==> config.mk <==
export PLATFORM = sky130hd
export DESIGN_NAME = pst_ctrl
export DESIGN_NICKNAME = d
export VERILOG_FILES = /design/src/rtl/core/pst_pkg.sv /design/src/rtl/core/pst_ctrl.sv
export SDC_FILE = /design/constraint.sdc
export NUM_CORES = 1
export LEC_CHECK = 0
export ABC_AREA = 1
export BUFFER_PORTS_ARGS = -buffer_cell sky130_fd_sc_hd__buf_4
export CAP_MARGIN = 20
export CORE_AREA = 10 10 47 49
export DETAILED_ROUTE_END_ITERATION = 7
export DIE_AREA = 0 0 57 59
export PLACE_DENSITY = 0.39
export SYNTH_ARGS = -nofsm -noshare
export SYNTH_HDL_FRONTEND = slang
export SYNTH_SLANG_ARGS = --single-unit
export TNS_END_PERCENT = 30
==> constraint.sdc <==
create_clock -name clk -period 1 [get_ports clk]
set_input_delay 0.2 -clock clk [delete_from_list [all_inputs] [get_ports clk]]
set_output_delay 0.2 -clock clk [all_outputs]
set_load 0.01 [all_outputs]
==> src/rtl/core/pst_pkg.sv <==
// Package for the packet statistics top talker core.
// Holds payload structs, table sizing, protocol codes and control types.
// Used by every module under rtl/core except pst_ram.
package pst_pkg;

  localparam int TABLE_ENTRIES = 1024;
  localparam int IDX_W = $clog2(TABLE_ENTRIES);
  localparam int CNT_W = IDX_W + 1;
  localparam int HEADER_BYTES = 54;

  localparam logic [15:0] ETHERTYPE_IPV4 = 16'h0800;
  localparam logic [7:0] PROTO_ICMP = 8'd1;
  localparam logic [7:0] PROTO_TCP = 8'd6;
  localparam logic [7:0] PROTO_UDP = 8'd17;
  localparam int SYN_BIT = 1;

  localparam logic [15:0] WEB_PORT_FIRST_RESET = 16'd80;
  localparam logic [15:0] WEB_PORT_SECOND_RESET = 16'd443;
  localparam logic [15:0] NAME_SERVICE_PORT_RESET = 16'd53;

  typedef enum logic [1:0] {
    CFG_WEB_PORT_FIRST = 2'd0,
    CFG_WEB_PORT_SECOND = 2'd1,
    CFG_NAME_SERVICE_PORT = 2'd2,
    CFG_UNUSED = 2'd3
  } cfg_index_t;

  typedef struct packed {
    logic [15:0] frame_type;
    logic [7:0]  ip_protocol;
    logic [31:0] source_addr;
    logic [31:0] dest_addr;
    logic [15:0] source_port;
    logic [15:0] dest_port;
    logic [7:0]  tcp_flag_bits;
    logic [15:0] frame_length;
  } in_item_t;

  typedef struct packed {
    logic [31:0] icmp_total;
    logic [31:0] tcp_total;
    logic [31:0] udp_total;
    logic [31:0] dns_total;
    logic [31:0] top_syn_addr;
    logic [31:0] top_syn_count;
    logic        top_syn_valid;
    logic [31:0] top_web_addr;
    logic [31:0] top_web_bytes;
    logic        top_web_valid;
    logic        table_overflow;
  } out_item_t;

  typedef enum logic [2:0] {
    ST_IDLE,
    ST_SCAN,
    ST_READ,
    ST_WRITE,
    ST_FINISH
  } state_t;

  typedef struct packed {
    logic start;
    logic scan;
    logic upd_write;
    logic load_out;
  } ctrl_cmd_t;

  typedef struct packed {
    logic in_valid;
    logic syn_done;
    logic web_done;
    logic out_free;
  } ctrl_status_t;

  typedef struct packed {
    logic        valid;
    logic [31:0] addr;
    logic [31:0] value;
    logic        overflow;
  } tbl_result_t;

endpackage

==> src/rtl/core/pst_ctrl.sv <==
// Controller state machine sequencing accept, table scan, update and result.
// Depends on pst_pkg.
module pst_ctrl (
  input  logic                 clk,
  input  logic                 rst,
  input  pst_pkg::ctrl_status_t status,
  output pst_pkg::ctrl_cmd_t    cmd,
  output logic                 in_ready
);

  pst_pkg::state_t state;
  pst_pkg::state_t state_next;

  // State register.
  always_ff @(posedge clk) begin
    if (rst) begin
      state <= pst_pkg::ST_IDLE;
    end else begin
      state <= state_next;
    end
  end

  // Next state and commands.
  always_comb begin
    state_next = state;
    cmd = '0;
    in_ready = 1'b0;
    unique case (state)
      pst_pkg::ST_IDLE: begin
        // No request is taken while reset is held.
        in_ready = !rst;
        if (status.in_valid && !rst) begin
          cmd.start = 1'b1;
          state_next = pst_pkg::ST_SCAN;
        end
      end
      pst_pkg::ST_SCAN: begin
        cmd.scan = 1'b1;
        if (status.syn_done && status.web_done) begin
          state_next = pst_pkg::ST_READ;
        end
      end
      pst_pkg::ST_READ: begin
        // The value memory read at the found entry completes here.
        state_next = pst_pkg::ST_WRITE;
      end
      pst_pkg::ST_WRITE: begin
        cmd.upd_write = 1'b1;
        state_next = pst_pkg::ST_FINISH;
      end
      pst_pkg::ST_FINISH: begin
        if (status.out_free) begin
          cmd.load_out = 1'b1;
          state_next = pst_pkg::ST_IDLE;
        end
      end
      default: state_next = pst_pkg::ST_IDLE;
    endcase
  end

endmodule
==> results of run 1 <==
-- stage by stage --
step | power [W] | setup slack [ns] | hold slack (ns)
floorplan | 0.000214 | 0.00114 | 0.269
global placement | 0.000273 | -0.0362 | 0.399
detailed placement | 0.000271 | -0.0385 | 0.401
CTS | 0.000500 | -0.212 | 0.152
global route | 0.000535 | -0.298 | 0.149
finish | 0.000488 | -0.194 | 0.154
-- final timing paths --
path / start / endpoint / cells past startpoint
setup reg to reg: state[1] / state[0] / 7
hold reg to reg: state[2] / state[2] / 3
setup / recovery: state[1] / cmd[0] / 4
hold / removal: rst / state[2] / 2
-- where the power goes --
part	total (W)	switching (W)	leakage (nW)	internal, W
sequential	0.000140	0.0000105	0.0261	0.000129
clock	0.000209	0.0000595	0.0150	0.000149
combinational	0.000140	0.0000688	0.141	0.0000711
total	0.000488	0.000139	0.182	0.000349
-- routing by layer --
metal | vias to the layer above | global-route usage (%) | wire length, um
met2 | 12 | 4.34 | 231
met4 | 0 | 1.01 | 0
met1 | 100 | 4.85 | 299
met3 | 0 | 3.43 | 57
met5 | - | 0 | 0
li1 | 132 | - | -
-- cells by family (layout without fill, tap and decap cells) --
| family | after synthesis | count (layout) | synth area share, % |
|---|---|---|---|
| flip-flops | 3 | 3 | 28.2 |
| AND/OR/NAND/NOR | 21 | 21 | 58.8 |
| buffers and inverters | 6 | 23 | 10.6 |
| AO/OA/AOI/OAI | 1 | 1 | 2.35 |
-- area by class of cell --
type	instances	area (sq um)
Fill cell	164	1030
Multi-Input combinational cell	22	135
Timing Repair Buffer	13	97.6
Sequential cell	3	66.3
Clock buffer	4	26.3
Inverter	6	22.5
Tap cell	16	20.0
-- worst max-delay path, stage by stage (launching register included) --
cell	delay, ns
dfxtp_2	0.34
nor2_4	0.12
inv_1	0.07
nor3_2	0.10
buf_4	0.14
-- timing repair --
item,4_1_cts,5_1_grt
gates resized for setup,5,0
pin swaps,1,0
endpoints found under the hold margin,0,0
setup endpoints to repair,6,7
setup buffers,1,0
gates cloned,0,0
-- placed cells by master, fill, tap and decap left out --
master / n
a21oi_1: 1
buf_4: 13
clkbuf_1: 1
clkbuf_4: 3
dfxtp_2: 2
dfxtp_4: 1
inv_1: 5
inv_2: 1
nand2_1: 4
nand3_1: 3
nand3_2: 3
nor2_1: 4
nor2_2: 3
nor2_4: 1
nor3_1: 1
nor3_2: 2
==> flow_metrics.py, run 1 <==
metrics = {
    "route": {
        "wl_per_cell_um": 9.20,
        "routed_wl_um": 589,
        "drc": 0,
        "ant_nets": 0,
        "viasPerCell": 3.81,
        "drt_iter0_drc": 9,
        "dr.pass1.iters": 2,
        "dr_total_vias": 244,
    },
    "layout": {
        "top_register": "state",
        "drive_above_1_share_pct": 60.4,
        "reg_top3": "state x3",
        "diodes": 0,
        "largest_reg_flops": 3,
        "finalNetCount": 55,
        "stdcell_count": 64,
        "fin_area_sq_um": 368,
        "final_util_pct": 26.3,
        "syn2layout_area_growth_pct": 72.9,
    },
    "setup_path": {
        "worstSetupPathType": "reg -> out",
        "worst_ep_arrival_time_ns": 0.99,
        "cp-start-kind": "flop",
        "worst_ep_required_time_ns": 0.80,
        "r2r_setup_slack_ns": -0.08,
        "end_kind": "primary output",
        "cp_max_fo": 4,
    },
    "global_route": {
        "overflow": 0,
        "grt_pass1_wl_um": 1040,
        "antenna_found_initial": 0,
        "track_usage_pct": 3.80,
        "grt_max_degree": 6,
        "grt_pass1_vias": 251,
    },
    "yosys": {
        "post_synth_inst_count": 31,
        "synth_area_per_cell_sq_um": 6.86,
        "yosysWarnings": 0,
        "syn-num-nets": 37,
        "synth_seq_cells": 3,
        "synth_edf_count": 0,
        "syn_area_sq_um": 213,
        "synth_cell_type_count": 12,
        "synth_area_leaders": "dfxtp_1, nand3_2, inv_1",
        "synth_top_area_share_pct": 28.2,
        "ys_seq_area_share_pct": 28.2,
        "yosys-top-cells-count": "inv_1, nand2_1, nor2_1",
        "async_reset_ff_share_pct": 0,
        "synth-main-ff-cell": "dfxtp_1",
        "synth_top_area_cell": "dfxtp_1",
        "yosysMostFrequentCell": "inv_1",
    },
    "clock_network": {
        "cts-root-buf": "clkbuf_4",
        "ctsHoldBuffers": 0,
        "path_clk_slew_ns": 0.03,
        "htreeDepth": 1,
        "cts.sinks": 3,
        "clk_latency_ns": 0.23,
        "cts_buffer_depth": 2,
        "cts_tree": "yes",
        "cts_buffers": 3,
    },
    "placed_design": {
        "place_inst": 59,
        "hpwl_um": 498,
        "dpl_cell_area_sq_um": 323,
        "finalWeightedCongestion": 0.630,
        "numPortBuffers": 10,
    },
    "sta": {
        "period_share_pct": 119,
        "relSlewSlack_pct": 89.9,
        "finalClockSkew_ns": 0.00455,
        "max_freq_mhz": 838,
        "tns_ns": -0.905,
        "setup_ws_ns": -0.194,
        "setup_viol": 7,
        "final_hold_viol_count": 0,
        "fin_crit_ns": 1.19,
        "rsz0062_at_grt": "yes",
        "worstMarginPinSlew_ns": 0.151,
        "maxSlewViolCount": 0,
    },
    "flow_run": {
        "cap_violations": 0,
    },
    "run_status": {
        "outcome": "finished, violations left",
        "violations": "setup timing",
    },
    "floorplan": {
        "io_pins": 11,
        "die_w_um": 57,
        "fp.coreArea_sq_mm": 0.00140,
        "start_util_pct": 15.2,
        "num_rows": 14,
        "die-area_sq_mm": 0.00336,
        "die_h_um": 59,
    },
    "pwr": {
        "powerDensity_mw_per_mm2": 1330,
        "total_leakage_power_nw": 0.182,
        "ir_worst_vdd_uv": 806,
    },
    "worst_hold_path": {
        "worstHoldPathType": "in -> reg",
    },
}
No activity file was read; power rests on OpenSTA's default activity.
==> inputs of run 2 (changes only) <==
--- a/config.mk
+++ b/config.mk
@@ -5,13 +5,12 @@
 export SDC_FILE = /design/constraint.sdc
 export NUM_CORES = 1
 export LEC_CHECK = 0
-export ABC_AREA = 1
 export BUFFER_PORTS_ARGS = -buffer_cell sky130_fd_sc_hd__buf_4
 export CAP_MARGIN = 20
 export CORE_AREA = 10 10 47 49
 export DETAILED_ROUTE_END_ITERATION = 7
 export DIE_AREA = 0 0 57 59
-export PLACE_DENSITY = 0.39
+export PLACE_DENSITY = 0.38
 export SYNTH_ARGS = -nofsm -noshare
 export SYNTH_HDL_FRONTEND = slang
 export SYNTH_SLANG_ARGS = --single-unit
==> constraint.sdc (replaced) <==
create_clock -name clk -period 1.1 [get_ports clk]
set_input_delay 0.22 -clock clk [delete_from_list [all_inputs] [get_ports clk]]
set_output_delay 0.22 -clock clk [all_outputs]
set_load 0.01 [all_outputs]
==> run 2 against run 1 <==
The flow still finishes with violations (setup timing). Clock skew shrank 0.0044 ns. Register-to-register slack gained 0.17 ns. Sequential share of layout area grew 0.12 points. First-iteration DRC count down 89%. Design area is 3.1% higher. Highest routed layer unchanged. Final cell count is 19% lower. Non-clock buffer count is 2 higher. Via count shrank 11%. Combinational power decreased by 31%. Critical path type unchanged. Global-route usage grew 0.60 points.
==> flow_metrics.py, run 2 <==
metrics = {
    "sta": {
        "worstMarginPinSlew_ns": 0.337,
        "final_hold_viol_count": 0,
        "period_share_pct": 120,
        "max_freq_mhz": 757,
        "maxSlewViolCount": 0,
        "setup_ws_ns": -0.220,
        "rsz0062_at_grt": "yes",
        "setup_viol": 5,
        "hold_ws_ns": 0.285,
        "fin_crit_ns": 1.32,
        "relSlewSlack_pct": 77.4,
        "finalClockSkew_ns": 0.000195,
    },
    "setup_path": {
        "max_stage_delay_ns": 0.34,
        "worst-path-buf-inv": 1,
        "r2r_start": "state[1]",
        "cp_slowest_cell": "dfxtp_2",
        "worst_ep_required_time_ns": 0.88,
        "rr_worst_depth": 3,
        "r2r_setup_slack_ns": 0.09,
        "cp_max_fo": 4,
        "crit_chain": "nor4_4, and2_4, buf_4",
        "path_delay_family": "simple AND/OR/NAND/NOR gates",
        "worst_ep_arrival_time_ns": 1.10,
        "cp-start-kind": "flop",
        "r2r-end": "state[0]",
        "worstSetupPathType": "reg -> out",
        "end_kind": "primary output",
    },
    "clock_network": {
        "cts_buffers": 3,
        "path_clk_slew_ns": 0.04,
        "cts-root-buf": "clkbuf_4",
        "cts_buffer_depth": 2,
        "ctsHoldBuffers": 0,
        "cts_tree": "yes",
        "clk_latency_ns": 0.23,
        "htreeDepth": 1,
        "cts.sinks": 3,
    },
    "worst_hold_path": {
        "hold_start": "rst",
        "hold_end": "state[0]",
        "whs_path_depth": 3,
        "worstHoldPathType": "in -> reg",
    },
    "layout": {
        "final_util_pct": 27.1,
        "fin_area_sq_um": 379,
        "layout_commonest_cell": "buf_4",
        "regArea_sq_um": 68.8,
        "diodes": 0,
        "finalNetCount": 43,
        "mostFrequentLayoutCells": "buf_4, clkbuf_4, dfxtp_4",
        "largest_reg_flops": 3,
        "n_fill_cell": 164,
        "top_register": "state",
        "multi_input_area_sq_um": 148,
        "reg_top3": "state x3",
        "drive_above_1_share_pct": 75.0,
        "syn2layout_area_growth_pct": 90.6,
    },
    "yosys": {
        "synth_top_area_cell": "dfxtp_1",
        "post_synth_inst_count": 19,
        "yosys-top-cells-count": "dfxtp_1, nor3_1",
        "synth_top_area_share_pct": 30.2,
        "synth_seq_cells": 3,
        "syn_area_sq_um": 199,
        "async_reset_ff_share_pct": 0,
        "yosysMostFrequentCell": "dfxtp_1",
        "synth_cell_type_count": 16,
        "synth_area_leaders": "dfxtp_1, nor4_4, a2111oi_2",
        "synth_area_per_cell_sq_um": 10.5,
        "syn-num-nets": 25,
        "yosysWarnings": 0,
        "synth-main-ff-cell": "dfxtp_1",
        "synth_edf_count": 0,
        "ys_seq_area_share_pct": 30.2,
    },
    "pwr": {
        "pwr-share-clk_pct": 45.8,
        "ir_worst_vdd_uv": 719,
        "power_switching_w": 0.000102,
        "total_power_w": 0.000413,
        "powerDensity_mw_per_mm2": 1090,
        "power.internal_w": 0.000310,
        "power_frac_seq_pct": 30.9,
        "p_sw_share_pct": 24.8,
        "comb_power_share_pct": 23.3,
        "total_leakage_power_nw": 0.176,
    },
    "global_route": {
        "grt_pass1_vias": 256,
        "grt_pass1_wl_um": 1120,
        "track_usage_pct": 4.40,
        "grt_max_degree": 10,
        "antenna_found_initial": 0,
        "overflow": 0,
    },
    "route": {
        "routed_wl_um": 613,
        "ant_nets": 0,
        "drt_iter0_drc": 1,
        "dr_total_vias": 216,
        "drc": 0,
        "wl_per_cell_um": 11.8,
        "viasPerCell": 4.15,
        "dr.pass1.iters": 2,
    },
    "floorplan": {
        "die_w_um": 57,
        "num_rows": 14,
        "fp.coreArea_sq_mm": 0.00140,
        "die_h_um": 59,
        "io_pins": 11,
        "die-area_sq_mm": 0.00336,
        "start_util_pct": 14.2,
    },
    "placed_design": {
        "numPortBuffers": 10,
        "dpl_cell_area_sq_um": 318,
        "finalWeightedCongestion": 0.625,
        "pre_cts_slack_ns": -0.0352,
    },
    "run_status": {
        "violations": "setup timing",
        "outcome": "finished, violations left",
    },
    "flow_run": {
        "cap_violations": 0,
    },
}
[run 2: area by class of cell]
| type | instances | area share, % |
|---|---|---|
| Tap cell | 16 | 5.28 |
| Sequential cell | 3 | 18.2 |
| Multi-Input combinational cell | 14 | 38.9 |
| Clock buffer | 4 | 6.93 |
| Timing Repair Buffer | 15 | 30.7 |
[run 2: per-layer routing]
layer / track usage [%] / wire [um] / share of wire (%) / vias up
met4: 0 / 0 / 0 / 0
met1: 3.77 / 270 / 44 / 101
met5: 0 / 0 / 0 / -
met2: 6.82 / 272 / 44 / 8
li1: - / - / - / 107
met3: 5.58 / 70 / 11 / 0
[run 2: metrics by stage]
stage,std cells,TNS [ns]
after global routing,52,-1.03
after CTS,52,-0.807
after global placement,48,-0.0365
after detailed placement,48,-0.0681
after floorplan,19,-0.0509
final,52,-0.675
[run 2: repair_timing]
action / in CTS / in global routing
endpoints found under the setup margin: 6 / 6
endpoints found under the hold margin: 0 / 0
pin swaps: 1 / 1
cloned: 0 / 0
resized for setup: 7 / 2
setup buffers: 0 / 0
[run 2: how the worst max path moves through the flow]
| stage | startpoint | endpoint | slack (ns) | depth (start not counted) |
|---|---|---|---|---|
| 2_1_floorplan | state[1] | cmd[3] | -0.05 | 3 |
| 4_1_cts | state[1] | cmd[3] | -0.24 | 3 |
| 3_3_place_gp | state[1] | cmd[3] | -0.02 | 3 |
| 3_5_place_dp | state[0] | cmd[2] | -0.04 | 2 |
| 5_1_grt | state[1] | cmd[3] | -0.30 | 3 |
| 6_report | state[1] | cmd[3] | -0.22 | 3 |
[run 2: kinds of logic (layout without fill, tap and decap cells)]
logic type / Yosys count / in the layout / synth area share [%]
buffers and inverters: 2 / 19 / 8.17
DFF: 3 / 3 / 30.2
AOI/OAI and AO/OA: 4 / 4 / 20.1
and+or+nand+nor: 10 / 10 / 41.5
[run 2: tightest hold or removal path, cell delays in order]
cell	delay, ns
buf_4	0.10
buf_4	0.12
a2111oi_4	0.03
[run 2: power groups by stage]
stage                     clock (W)  combinational (W)  sequential (W)
final                      0.000189          0.0000962        0.000128
after floorplan                   0          0.0000508        0.000119
after global placement            0          0.0000869        0.000130
after detailed placement          0          0.0000877        0.000130
after CTS                  0.000201          0.0000889        0.000128
after global routing       0.000224           0.000105        0.000130
