--- src/rtl/core/pst_pkg.sv ---
// Package for the packet statistics top talker core.
// Holds payload structs, table sizing, protocol codes and control types.
// Used by every module under rtl/core except pst_ram.
package pst_pkg;

  localparam int TABLE_ENTRIES = 1024;
  localparam int IDX_W = $clog2(TABLE_ENTRIES);
  localparam int CNT_W = IDX_W + 1;
  localparam int HEADER_BYTES = 54;

  localparam logic [15:0] ETHERTYPE_IPV4 = 16'h0800;
  localparam logic [7:0] PROTO_ICMP = 8'd1;
  localparam logic [7:0] PROTO_TCP = 8'd6;
  localparam logic [7:0] PROTO_UDP = 8'd17;
  localparam int SYN_BIT = 1;

  localparam logic [15:0] WEB_PORT_FIRST_RESET = 16'd80;
  localparam logic [15:0] WEB_PORT_SECOND_RESET = 16'd443;
  localparam logic [15:0] NAME_SERVICE_PORT_RESET = 16'd53;

  typedef enum logic [1:0] {
    CFG_WEB_PORT_FIRST = 2'd0,
    CFG_WEB_PORT_SECOND = 2'd1,
    CFG_NAME_SERVICE_PORT = 2'd2,
    CFG_UNUSED = 2'd3
  } cfg_index_t;

  typedef struct packed {
    logic [15:0] frame_type;
    logic [7:0]  ip_protocol;
    logic [31:0] source_addr;
    logic [31:0] dest_addr;
    logic [15:0] source_port;
    logic [15:0] dest_port;
    logic [7:0]  tcp_flag_bits;
    logic [15:0] frame_length;
  } in_item_t;

  typedef struct packed {
    logic [31:0] icmp_total;
    logic [31:0] tcp_total;
    logic [31:0] udp_total;
    logic [31:0] dns_total;
    logic [31:0] top_syn_addr;
    logic [31:0] top_syn_count;
    logic        top_syn_valid;
    logic [31:0] top_web_addr;
    logic [31:0] top_web_bytes;
    logic        top_web_valid;
    logic        table_overflow;
  } out_item_t;

  typedef enum logic [2:0] {
    ST_IDLE,
    ST_SCAN,
    ST_READ,
    ST_WRITE,
    ST_FINISH
  } state_t;

  typedef struct packed {
    logic start;
    logic scan;
    logic upd_write;
    logic load_out;
  } ctrl_cmd_t;

  typedef struct packed {
    logic in_valid;
    logic syn_done;
    logic web_done;
    logic out_free;
  } ctrl_status_t;

  typedef struct packed {
    logic        valid;
    logic [31:0] addr;
    logic [31:0] value;
    logic        overflow;
  } tbl_result_t;

endpackage

--- src/rtl/core/pst_stats.sv ---
// Statistics datapath: configuration registers, protocol counters, table
// requests and the output register. Depends on pst_pkg.
module pst_stats (
  input  logic                 clk,
  input  logic                 rst,
  input  pst_pkg::ctrl_cmd_t   cmd,
  input  pst_pkg::in_item_t    in_data,
  input  logic                 cfg_valid,
  input  logic [1:0]           cfg_index,
  input  logic [15:0]          cfg_data,
  output logic                 cfg_ready,
  input  pst_pkg::tbl_result_t syn_res,
  input  pst_pkg::tbl_result_t web_res,
  output logic                 syn_req,
  output logic                 web_req,
  output logic [31:0]          syn_key,
  output logic [31:0]          web_key,
  output logic [31:0]          syn_amount,
  output logic [31:0]          web_amount,
  input  logic                 out_ready,
  output logic                 out_valid,
  output pst_pkg::out_item_t   out_data,
  output logic                 out_free
);

  logic [15:0] web_port_first;
  logic [15:0] web_port_second;
  logic [15:0] name_service_port;
  logic [31:0] icmp_cnt;
  logic [31:0] tcp_cnt;
  logic [31:0] udp_cnt;
  logic [31:0] dns_cnt;

  logic        is_ipv4;
  logic        is_tcp;
  logic        is_udp;
  logic        is_icmp;
  logic        is_dns;
  logic        is_web;

  // Classification of the incoming request.
  always_comb begin
    is_ipv4 = (in_data.frame_type == pst_pkg::ETHERTYPE_IPV4);
    is_tcp = is_ipv4 && (in_data.ip_protocol == pst_pkg::PROTO_TCP);
    is_udp = is_ipv4 && (in_data.ip_protocol == pst_pkg::PROTO_UDP);
    is_icmp = is_ipv4 && (in_data.ip_protocol == pst_pkg::PROTO_ICMP);
    is_dns = is_udp && ((in_data.source_port == name_service_port) ||
                        (in_data.dest_port == name_service_port));
    is_web = is_tcp && ((in_data.source_port == web_port_first) ||
                        (in_data.source_port == web_port_second) ||
                        (in_data.dest_port == web_port_first) ||
                        (in_data.dest_port == web_port_second));
    syn_req = is_tcp && in_data.tcp_flag_bits[pst_pkg::SYN_BIT];
    web_req = is_web;
    syn_key = in_data.source_addr;
    web_key = in_data.dest_addr;
    syn_amount = 32'd1;
    if (in_data.frame_length > 16'(pst_pkg::HEADER_BYTES)) begin
      web_amount = {16'd0, in_data.frame_length - 16'(pst_pkg::HEADER_BYTES)};
    end else begin
      web_amount = 32'd0;
    end
    cfg_ready = !rst;
    out_free = !out_valid || out_ready;
  end

  // Configuration registers and saturating counters.
  always_ff @(posedge clk) begin
    if (rst) begin
      web_port_first <= pst_pkg::WEB_PORT_FIRST_RESET;
      web_port_second <= pst_pkg::WEB_PORT_SECOND_RESET;
      name_service_port <= pst_pkg::NAME_SERVICE_PORT_RESET;
      icmp_cnt <= '0;
      tcp_cnt <= '0;
      udp_cnt <= '0;
      dns_cnt <= '0;
      out_valid <= 1'b0;
    end else begin
      if (cfg_valid) begin
        unique case (pst_pkg::cfg_index_t'(cfg_index))
          pst_pkg::CFG_WEB_PORT_FIRST: web_port_first <= cfg_data;
          pst_pkg::CFG_WEB_PORT_SECOND: web_port_second <= cfg_data;
          pst_pkg::CFG_NAME_SERVICE_PORT: name_service_port <= cfg_data;
          default: ;
        endcase
      end
      if (cmd.start) begin
        if (is_icmp && (icmp_cnt != '1)) icmp_cnt <= icmp_cnt + 1'b1;
        if (is_tcp && (tcp_cnt != '1)) tcp_cnt <= tcp_cnt + 1'b1;
        if (is_udp && (udp_cnt != '1)) udp_cnt <= udp_cnt + 1'b1;
        if (is_dns && (dns_cnt != '1)) dns_cnt <= dns_cnt + 1'b1;
      end
      if (cmd.load_out) begin
        out_valid <= 1'b1;
      end else if (out_ready) begin
        out_valid <= 1'b0;
      end
    end
  end

  // Result register.
  always_ff @(posedge clk) begin
    if (cmd.load_out) begin
      out_data.icmp_total <= icmp_cnt;
      out_data.tcp_total <= tcp_cnt;
      out_data.udp_total <= udp_cnt;
      out_data.dns_total <= dns_cnt;
      out_data.top_syn_addr <= syn_res.addr;
      out_data.top_syn_count <= syn_res.value;
      out_data.top_syn_valid <= syn_res.valid;
      out_data.top_web_addr <= web_res.addr;
      out_data.top_web_bytes <= web_res.value;
      out_data.top_web_valid <= web_res.valid;
      out_data.table_overflow <= syn_res.overflow || web_res.overflow;
    end
  end

endmodule

--- config.mk ---
export PLATFORM = sky130hd
export DESIGN_NAME = pst_stats
export DESIGN_NICKNAME = d
export VERILOG_FILES = /design/src/rtl/core/pst_pkg.sv /design/src/rtl/core/pst_stats.sv
export SDC_FILE = /design/constraint.sdc
export NUM_CORES = 1
export LEC_CHECK = 0
export BUFFER_PORTS_ARGS = -buffer_cell sky130_fd_sc_hd__buf_2
export CAP_MARGIN = 20
export CORE_AREA = 2 2 268 270
export DETAILED_ROUTE_END_ITERATION = 10
export DIE_AREA = 0 0 270 272
export GPL_TIMING_DRIVEN = 0
export RECOVER_POWER = 25
export SKIP_CTS_REPAIR_TIMING = 1
export SYNTH_ARGS = -nofsm -noshare
export SYNTH_HDL_FRONTEND = slang
export SYNTH_SLANG_ARGS = --single-unit
--- constraint.sdc ---
create_clock -name clk -period 2.2 [get_ports clk]
set_input_delay 0.33 -clock clk [delete_from_list [all_inputs] [get_ports clk]]
set_output_delay 0.33 -clock clk [all_outputs]
set_load 0.02 [all_outputs]
==> results of run 1 <==
-- sequential cells by signal, indices dropped and copies added, names as in the netlist --
register / flops
dns_cnt: 32
icmp_cnt: 32
name_service_port: 16
out_data: 259
out_valid: 1
tcp_cnt: 32
udp_cnt: 32
web_port_first: 16
web_port_second: 16
-- cell usage in the layout, fill, tap and decap left out, types with 48 or more instances in the layout --
cell                            instances
sky130_fd_sc_hd__a21oi_1               71
sky130_fd_sc_hd__buf_2                548
sky130_fd_sc_hd__buf_4                179
sky130_fd_sc_hd__clkbuf_1              48
sky130_fd_sc_hd__clkbuf_16             52
sky130_fd_sc_hd__conb_1                48
sky130_fd_sc_hd__dfxtp_1              147
sky130_fd_sc_hd__dlygate4sd3_1        146
sky130_fd_sc_hd__edfxtp_1             259
sky130_fd_sc_hd__nand2_1              148
sky130_fd_sc_hd__nand3_1               79
sky130_fd_sc_hd__nand4_1               68
sky130_fd_sc_hd__nor2_1               114
sky130_fd_sc_hd__xnor2_1              112
sky130_fd_sc_hd__xor2_1                51
-- power breakdown --
group | switching, mW | total (mW) | internal [mW] | leakage [nW]
clock | 3.45 | 7.97 | 4.52 | 0.752
combinational | 1.30 | 2.22 | 0.921 | 6.10
sequential | 0.121 | 9.07 | 8.95 | 4.08
total | 4.86 | 19.3 | 14.4 | 10.9
-- per-stage QoR --
| stage | utilization, % | hold slack (ns) | area, µm² |
|---|---|---|---|
| 2_1_floorplan | - | 0.422 | 18600 |
| 3_3_place_gp | 32.1 | 0.455 | 22700 |
| 3_5_place_dp | 32.2 | 0.455 | 22800 |
| 4_1_cts | 34.4 | -0.143 | 24300 |
| 5_1_grt | 39.0 | 0.00373 | 27600 |
| 6_report | 39.0 | 0.0366 | 27600 |
-- final cells by class --
| class | count | area (µm²) |
|---|---|---|
| buffer | 163 | 1160 |
| antenna | 2 | 5.00 |
| inverter | 18 | 67.6 |
| multi-input combinational | 1014 | 7010 |
| clock buffer | 59 | 1230 |
| clock inverter | 28 | 339 |
| tap | 950 | 1190 |
| timing repair buffer | 797 | 5220 |
| sequential | 436 | 11400 |
| fill | 6848 | 43200 |
-- metal layers --
metal  share of wire, %  routed length (µm)  up-vias
met4                4.1                2630        0
met5                  0                   0        -
li1                   -                   -     7367
met2                 53               33800      707
met1                 37               23800     7428
met3                6.0                3840      127
-- how the worst max path moves through the flow --
stage                                    start                       end  slack (ns)  depth (start not counted)
4_1_cts                udp_cnt[3]$_SDFFE_PP0P_  udp_cnt[28]$_SDFFE_PP0P_       -0.79                          7
2_1_floorplan         udp_cnt[23]$_SDFFE_PP0P_  udp_cnt[12]$_SDFFE_PP0P_        0.05                          8
3_5_place_dp                      in_data[129]  dns_cnt[29]$_SDFFE_PP0P_       -0.98                          9
3_3_place_gp                            cmd[0]   out_data[252]$_DFFE_PP_       -2.86                          1
5_1_grt         web_port_first[0]$_SDFFE_PP0P_                   web_req       -0.44                          6
6_report       web_port_second[0]$_SDFFE_PP1P_                   web_req       -0.35                          6
-- critical path, cell delays in order, from the launching register on --
cell	delay [ns]
sky130_fd_sc_hd__dfxtp_1	0.40
sky130_fd_sc_hd__xnor2_1	0.12
sky130_fd_sc_hd__nand4_1	0.17
sky130_fd_sc_hd__nor4_4	0.06
sky130_fd_sc_hd__nor4_4	0.59
sky130_fd_sc_hd__nor2_2	0.11
sky130_fd_sc_hd__buf_6	0.16
-- cell families (layout without fill, tap and decap cells) --
group | count (synthesis) | in the layout | share of synthesized area [%]
other | 2 | 50 | 0.0407
buffers and inverters | 190 | 1065 | 6.39
adders and majority gates | 5 | 5 | 0.339
xor gates and xnor gates | 179 | 179 | 8.50
muxes | 7 | 7 | 0.420
AOI/OAI and AO/OA | 134 | 134 | 4.28
and+or+nand+nor | 641 | 641 | 18.7
DFF | 436 | 436 | 61.4
==> impl_results.md, run 1 <==
* Mean routed wirelength per cell at 18.5 µm
* Number of global-route vias before repair at between 10000 and 15000
* DR iter-0 viols at 991
* Number of antenna violations at the first check in global routing at 9
* TritonCTS clock tree: built
* Met1 Track Usage GR at 17.3%
* Post-synthesis cell count at 1594
* Number of flops mapped to enable cells by yosys at between 200 and 300
* Minimum period implied by the final worst setup slack at 2.55 ns
* R2R setup slack at -0.14 ns
* Fin cells at around 3500
* Die area at 73400 µm²
* Cell Area, Synth at 18500 µm²
* Transition time of the tightest slew-check pin at around 2 ns
* Routed vias/inst at between 4 and 5
* Cells taking the most area after synthesis: sky130_fd_sc_hd__edfxtp_1, sky130_fd_sc_hd__dfxtp_1, sky130_fd_sc_hd__xnor2_1, sky130_fd_sc_hd__buf_4, sky130_fd_sc_hd__nand2_1
* Worst setup slack before clock tree synthesis at -0.977 ns
* Least setup slack across all paths after layout at -0.355 ns
* Post-synthesis cell type count at just over 60
* Maximum clock frequency at 391 MHz
* Area share of the largest cell type after synthesis at around 42%
* Final count of hold timing violations at 0
* Leakage component of the power at approximately 11 nW
* Initial standard-cell utilization of the core at 26.1%
* Final Cycle Share at 116%
* First-pass GRT wire length at 87100 µm
* Core Region at 70800 µm²
* Worst clock skew on the final layout at ~0.061 ns
* Sequential cell area fraction in the yosys report at between 60% and 70%
* Number of buffers on the longest clock path at 3
* Clk Tree Root Cell: sky130_fd_sc_hd__clkbuf_16
* Layout cells sized above 1 at around two fifths
* Post-detail-place hpwl at 47000 µm
* Drt drc at 0
* Capture endpoint of the worst hold path: out_data[0]$_DFFE_PP_
* Outcome: complete, but fails checks
* Cell types with the highest counts after synthesis: sky130_fd_sc_hd__edfxtp_1, sky130_fd_sc_hd__dfxtp_1, sky130_fd_sc_hd__nand2_1
* Beginning of the worst register-to-register path: dns_cnt[7]$_SDFFE_PP0P_
* Grt total ovfl at 0
* Critical setup path kind: reg -> out
* Primary flip-flop cell chosen by synthesis mapping: sky130_fd_sc_hd__edfxtp_1
* Post-layout net count at 2784
* Routed wire length at 64000 µm
* Number of nets with antenna violations after routing at 0
* Worst skew pair latency at around 0.61 ns
* Port-buffer cells at 572
* Critical Path RT at 1.87 ns
* Largest fanout on the critical path at 3
* Max VDD drop at around 0.65 mV
* Max-capacitance violation count at 1
* Count of cells along the worst hold path at 2
* Die Y at 272 µm
* Total I/O pin count at 694
* Path depth of the worst reg2reg path at 12
* Post-synth ARST share at 0%
* Number of placed instances, taps included at roughly 3200
* Placer congestion estimate at 0.927
* Most Used Layer, Global Route: met2
* Category of the worst setup path capture point: output pin
* Synthesis warning total at 0
* Met3 track demand over resource at 2.93%
* Setup repair after global routing missed its margin: true
* Inserted Clock Buffers at 47
* Final setup violating endpoints at slightly above 80
* PnR Total Power at between 15 and 20 mW
* Count of state elements after synthesis at 436
* Launching element type of the critical path: register
* Area growth syn-to-layout at 49.5%
* Syn Area/Cell at 11.6 µm²
* Global Route Usage Sum at between 15 and 20%
* Deepest level of the CTS H-tree at 2
* Arr. time, crit path at 2.22 ns
* Chip width at 270 µm
* Clock transition at the registers of the reported paths at 0.06 ns
* Sum of negative setup slack at -4.47 ns
* Cell row count at 98
* Relative slew slack at -34.5%
* Start point of the worst hold path: syn_res[0]
* Most area-hungry cell type in the Yosys netlist: sky130_fd_sc_hd__edfxtp_1
* Number of max-slew violations in the final report at 34
* Number of detailed-routing iterations run before antenna repair at 5
* Most used standard cell by instance count after synthesis: sky130_fd_sc_hd__edfxtp_1
* Path category of the worst min-delay check: in -> reg
* Maximum number of pins on one net before global-route repair at 126
* Number of vias after detailed routing at about 16000
* Violations in the final reports: capacitance limit, slew limit, setup timing
* Sink count of the clock tree at between 400 and 500
* Met2 routing resource usage after global routing at 29.0%
* Pwr per Cell Area at 698 nW/µm²
* R2r endpoint: dns_cnt[14]$_SDFFE_PP0P_
Power figures use the tool's default switching activity.
==> inputs of run 2 (changes only) <==
==> constraint.sdc (replaced) <==
create_clock -name clk -period 2.08 [get_ports clk]
set_input_delay 0.312 -clock clk [delete_from_list [all_inputs] [get_ports clk]]
set_output_delay 0.312 -clock clk [all_outputs]
set_load 0.02 [all_outputs]
==> run 2 against run 1 <==
  * The flow still finishes with violations (capacitance limit, slew limit, setup timing)
  * Utilization rose by 0.69 points
  * Register-to-register slack got worse by 0.08 ns
  * Critical path depth did not move
  * Non-clock buffer count fell by 6
  * Clock-buffer cell count rose by 6
  * Combinational power rose by 5%
  * Final cell count barely moved
  * Die area did not move
  * Via count fell by 0.20%
  * Sequential share of layout area fell by 0.66 points
  * Clock skew fell by 0.030 ns
==> impl_results.md, run 2 (same netlist as run 1, synthesis figures left out) <==
* Maximum clock frequency at 404 MHz
* Cell row count at 98 (unchanged)
* Number of nets with antenna violations after routing at 0 (unchanged)
* Relative slew slack at -25.3% (+9.2 points)
* Least setup slack across all paths after layout at -0.395 ns (-0.0403 ns)
* Port-buffer cells at 572 (unchanged)
* Total I/O pin count at 694 (unchanged)
* Critical setup path kind: reg -> out
* Grt total ovfl at 0 (unchanged)
* Flip-flop count of the largest register, all copies and words added at 259 (unchanged)
* Area growth syn-to-layout at 52.2%
* Number of max-slew violations in the final report at 73 (+110%)
* Max-capacitance violation count at 1 (unchanged)
* Drt drc at 0 (unchanged)
* Path category of the worst min-delay check: in -> reg
* Launching element type of the critical path: register
* Number of antenna violations at the first check in global routing at 7 (-2)
* Maximum number of pins on one net before global-route repair at 121 (-4.0%)
* Core Region at 70800 µm² (unchanged)
* Sum of negative setup slack at -14.29 ns (-9.83 ns)
* Initial standard-cell utilization of the core at 26.1% (unchanged)
* Transition time of the tightest slew-check pin at 1.88 ns (-0.138 ns)
* Mean routed wirelength per cell at 18.5 µm (about the same)
* Worst clock skew on the final layout at 0.0310 ns (-0.0297 ns)
* Critical Path RT at 1.77 ns (-0.10 ns)
* Outcome: complete, but fails checks
* Worst skew pair latency at 0.59 ns (-0.02 ns)
* Most frequent cells in the layout: sky130_fd_sc_hd__buf_2, sky130_fd_sc_hd__edfxtp_1, sky130_fd_sc_hd__buf_4
* Final setup violating endpoints at 157 (+94%)
* Register with the most flip-flops: out_data
* Worst setup slack before clock tree synthesis at -1.21 ns (-0.238 ns)
* Number of detailed-routing iterations run before antenna repair at 5 (unchanged)
* Largest fanout on the critical path at 3 (unchanged)
* Placer congestion estimate at 0.932 (+0.47%)
* Number of vias after detailed routing at 15597 (-0.20%)
* Sink count of the clock tree at 436 (unchanged)
* Layout cells sized above 1 at 43.0% (+2.1 points)
* Arr. time, crit path at 2.16 ns (-0.06 ns)
* Routed wire length at 64100 µm (+0.11%)
* Final Cycle Share at 119%
* Die Y at 272 µm (unchanged)
* Die area at 73400 µm² (unchanged)
* Category of the worst setup path capture point: output pin
* Post-detail-place hpwl at 47000 µm (about the same)
* Count of fill cells added during filler insertion at 6812 (-0.53%)
* First-pass GRT wire length at 86700 µm (-0.52%)
* Deepest level of the CTS H-tree at 2 (unchanged)
* Violations in the final reports: capacitance limit, slew limit, setup timing
* DR iter-0 viols at 899 (-9.3%)
* Number of buffers on the longest clock path at 3 (unchanged)
* Clock transition at the registers of the reported paths at 0.06 ns (about the same)
* Global Route Usage Sum at 15.5% (-0.069 points)
* Pwr per Cell Area at 749 nW/µm² (+7.2%)
* Chip width at 270 µm (unchanged)
* Final count of hold timing violations at 0 (unchanged)
* Setup repair after global routing missed its margin: true
* Hold slack at 0.00378 ns (-0.0328 ns)
* Routed vias/inst at 4.50 (-0.26%)
* TritonCTS clock tree: built
* Leakage component of the power at 11.0 nW (+1.1%)
* Clk Tree Root Cell: sky130_fd_sc_hd__clkbuf_16
* Commonest non-fill, non-tap cell in the layout: sky130_fd_sc_hd__buf_2
* Inserted Clock Buffers at 50 (+6.4%)
* Max VDD drop at 0.559 mV (-14%)
* Minimum period implied by the final worst setup slack at 2.48 ns
* Post-layout net count at 2782 (-0.072%)
* Number of global-route vias before repair at 13809 (-2.1%)
-- run 2: path summary, 6_finish.rpt --
path / startpoint / to / slack, ns / cells after the start
setup / recovery: web_port_second[15]$_SDFFE_PP0P_ / web_req / -0.40 / 6
hold / removal: cfg_data[1] / web_port_first[1]$_SDFFE_PP0P_ / 0.004 / 3
setup reg to reg: udp_cnt[23]$_SDFFE_PP0P_ / udp_cnt[9]$_SDFFE_PP0P_ / -0.22 / 7
hold reg to reg: tcp_cnt[10]$_SDFFE_PP0P_ / out_data[205]$_DFFE_PP_ / 0.47 / 0
-- run 2: per-stage QoR --
stage / cell area, µm² / std cells / power (mW) / util (%)
floorplan: 18700 / 1640 / 10.8 / -
detailed placement: 22800 / 3167 / 11.8 / 32.3
global placement: 22700 / 3162 / 11.8 / 32.1
finish: 28100 / 3469 / 21.0 / 39.7
CTS: 24500 / 3260 / 21.0 / 34.7
global route: 28100 / 3469 / 21.8 / 39.7
-- run 2: worst max-delay path, stage by stage (launching register included) --
cell and delay [ns]:
sky130_fd_sc_hd__dfxtp_1 0.42, sky130_fd_sc_hd__xnor2_1 0.10, sky130_fd_sc_hd__nand4_1 0.16, sky130_fd_sc_hd__nor4_4 0.07
sky130_fd_sc_hd__nor4_4 0.57, sky130_fd_sc_hd__nor2_1 0.08, sky130_fd_sc_hd__buf_2 0.19
-- run 2: cell type report --
type / count / area (µm²) / area share [%]
flip-flops and latches: 436 / 11400 / 40.6
multi-input cells: 1015 / 7290 / 26.0
repair buffers: 789 / 5210 / 18.6
clock buffers: 65 / 1350 / 4.80
plain buffers: 165 / 1220 / 4.34
well taps: 950 / 1190 / 4.23
clock inverters: 28 / 355 / 1.27
inverters: 18 / 67.6 / 0.241
diodes: 3 / 7.51 / 0.0267
-- run 2: routing by layer --
metal  routed length [µm]  track usage, %
met5                    0               0
met4                 2920            6.26
met3                 4210            3.02
met2                33100            28.5
met1                23900            17.5
-- run 2: where the power goes --
group | switching, mW | leakage (nW) | internal (mW)
Clock | 3.61 | 0.827 | 5.48
Combinational | 1.38 | 6.14 | 0.963
Sequential | 0.115 | 4.08 | 9.47
Total | 5.11 | 11.0 | 15.9
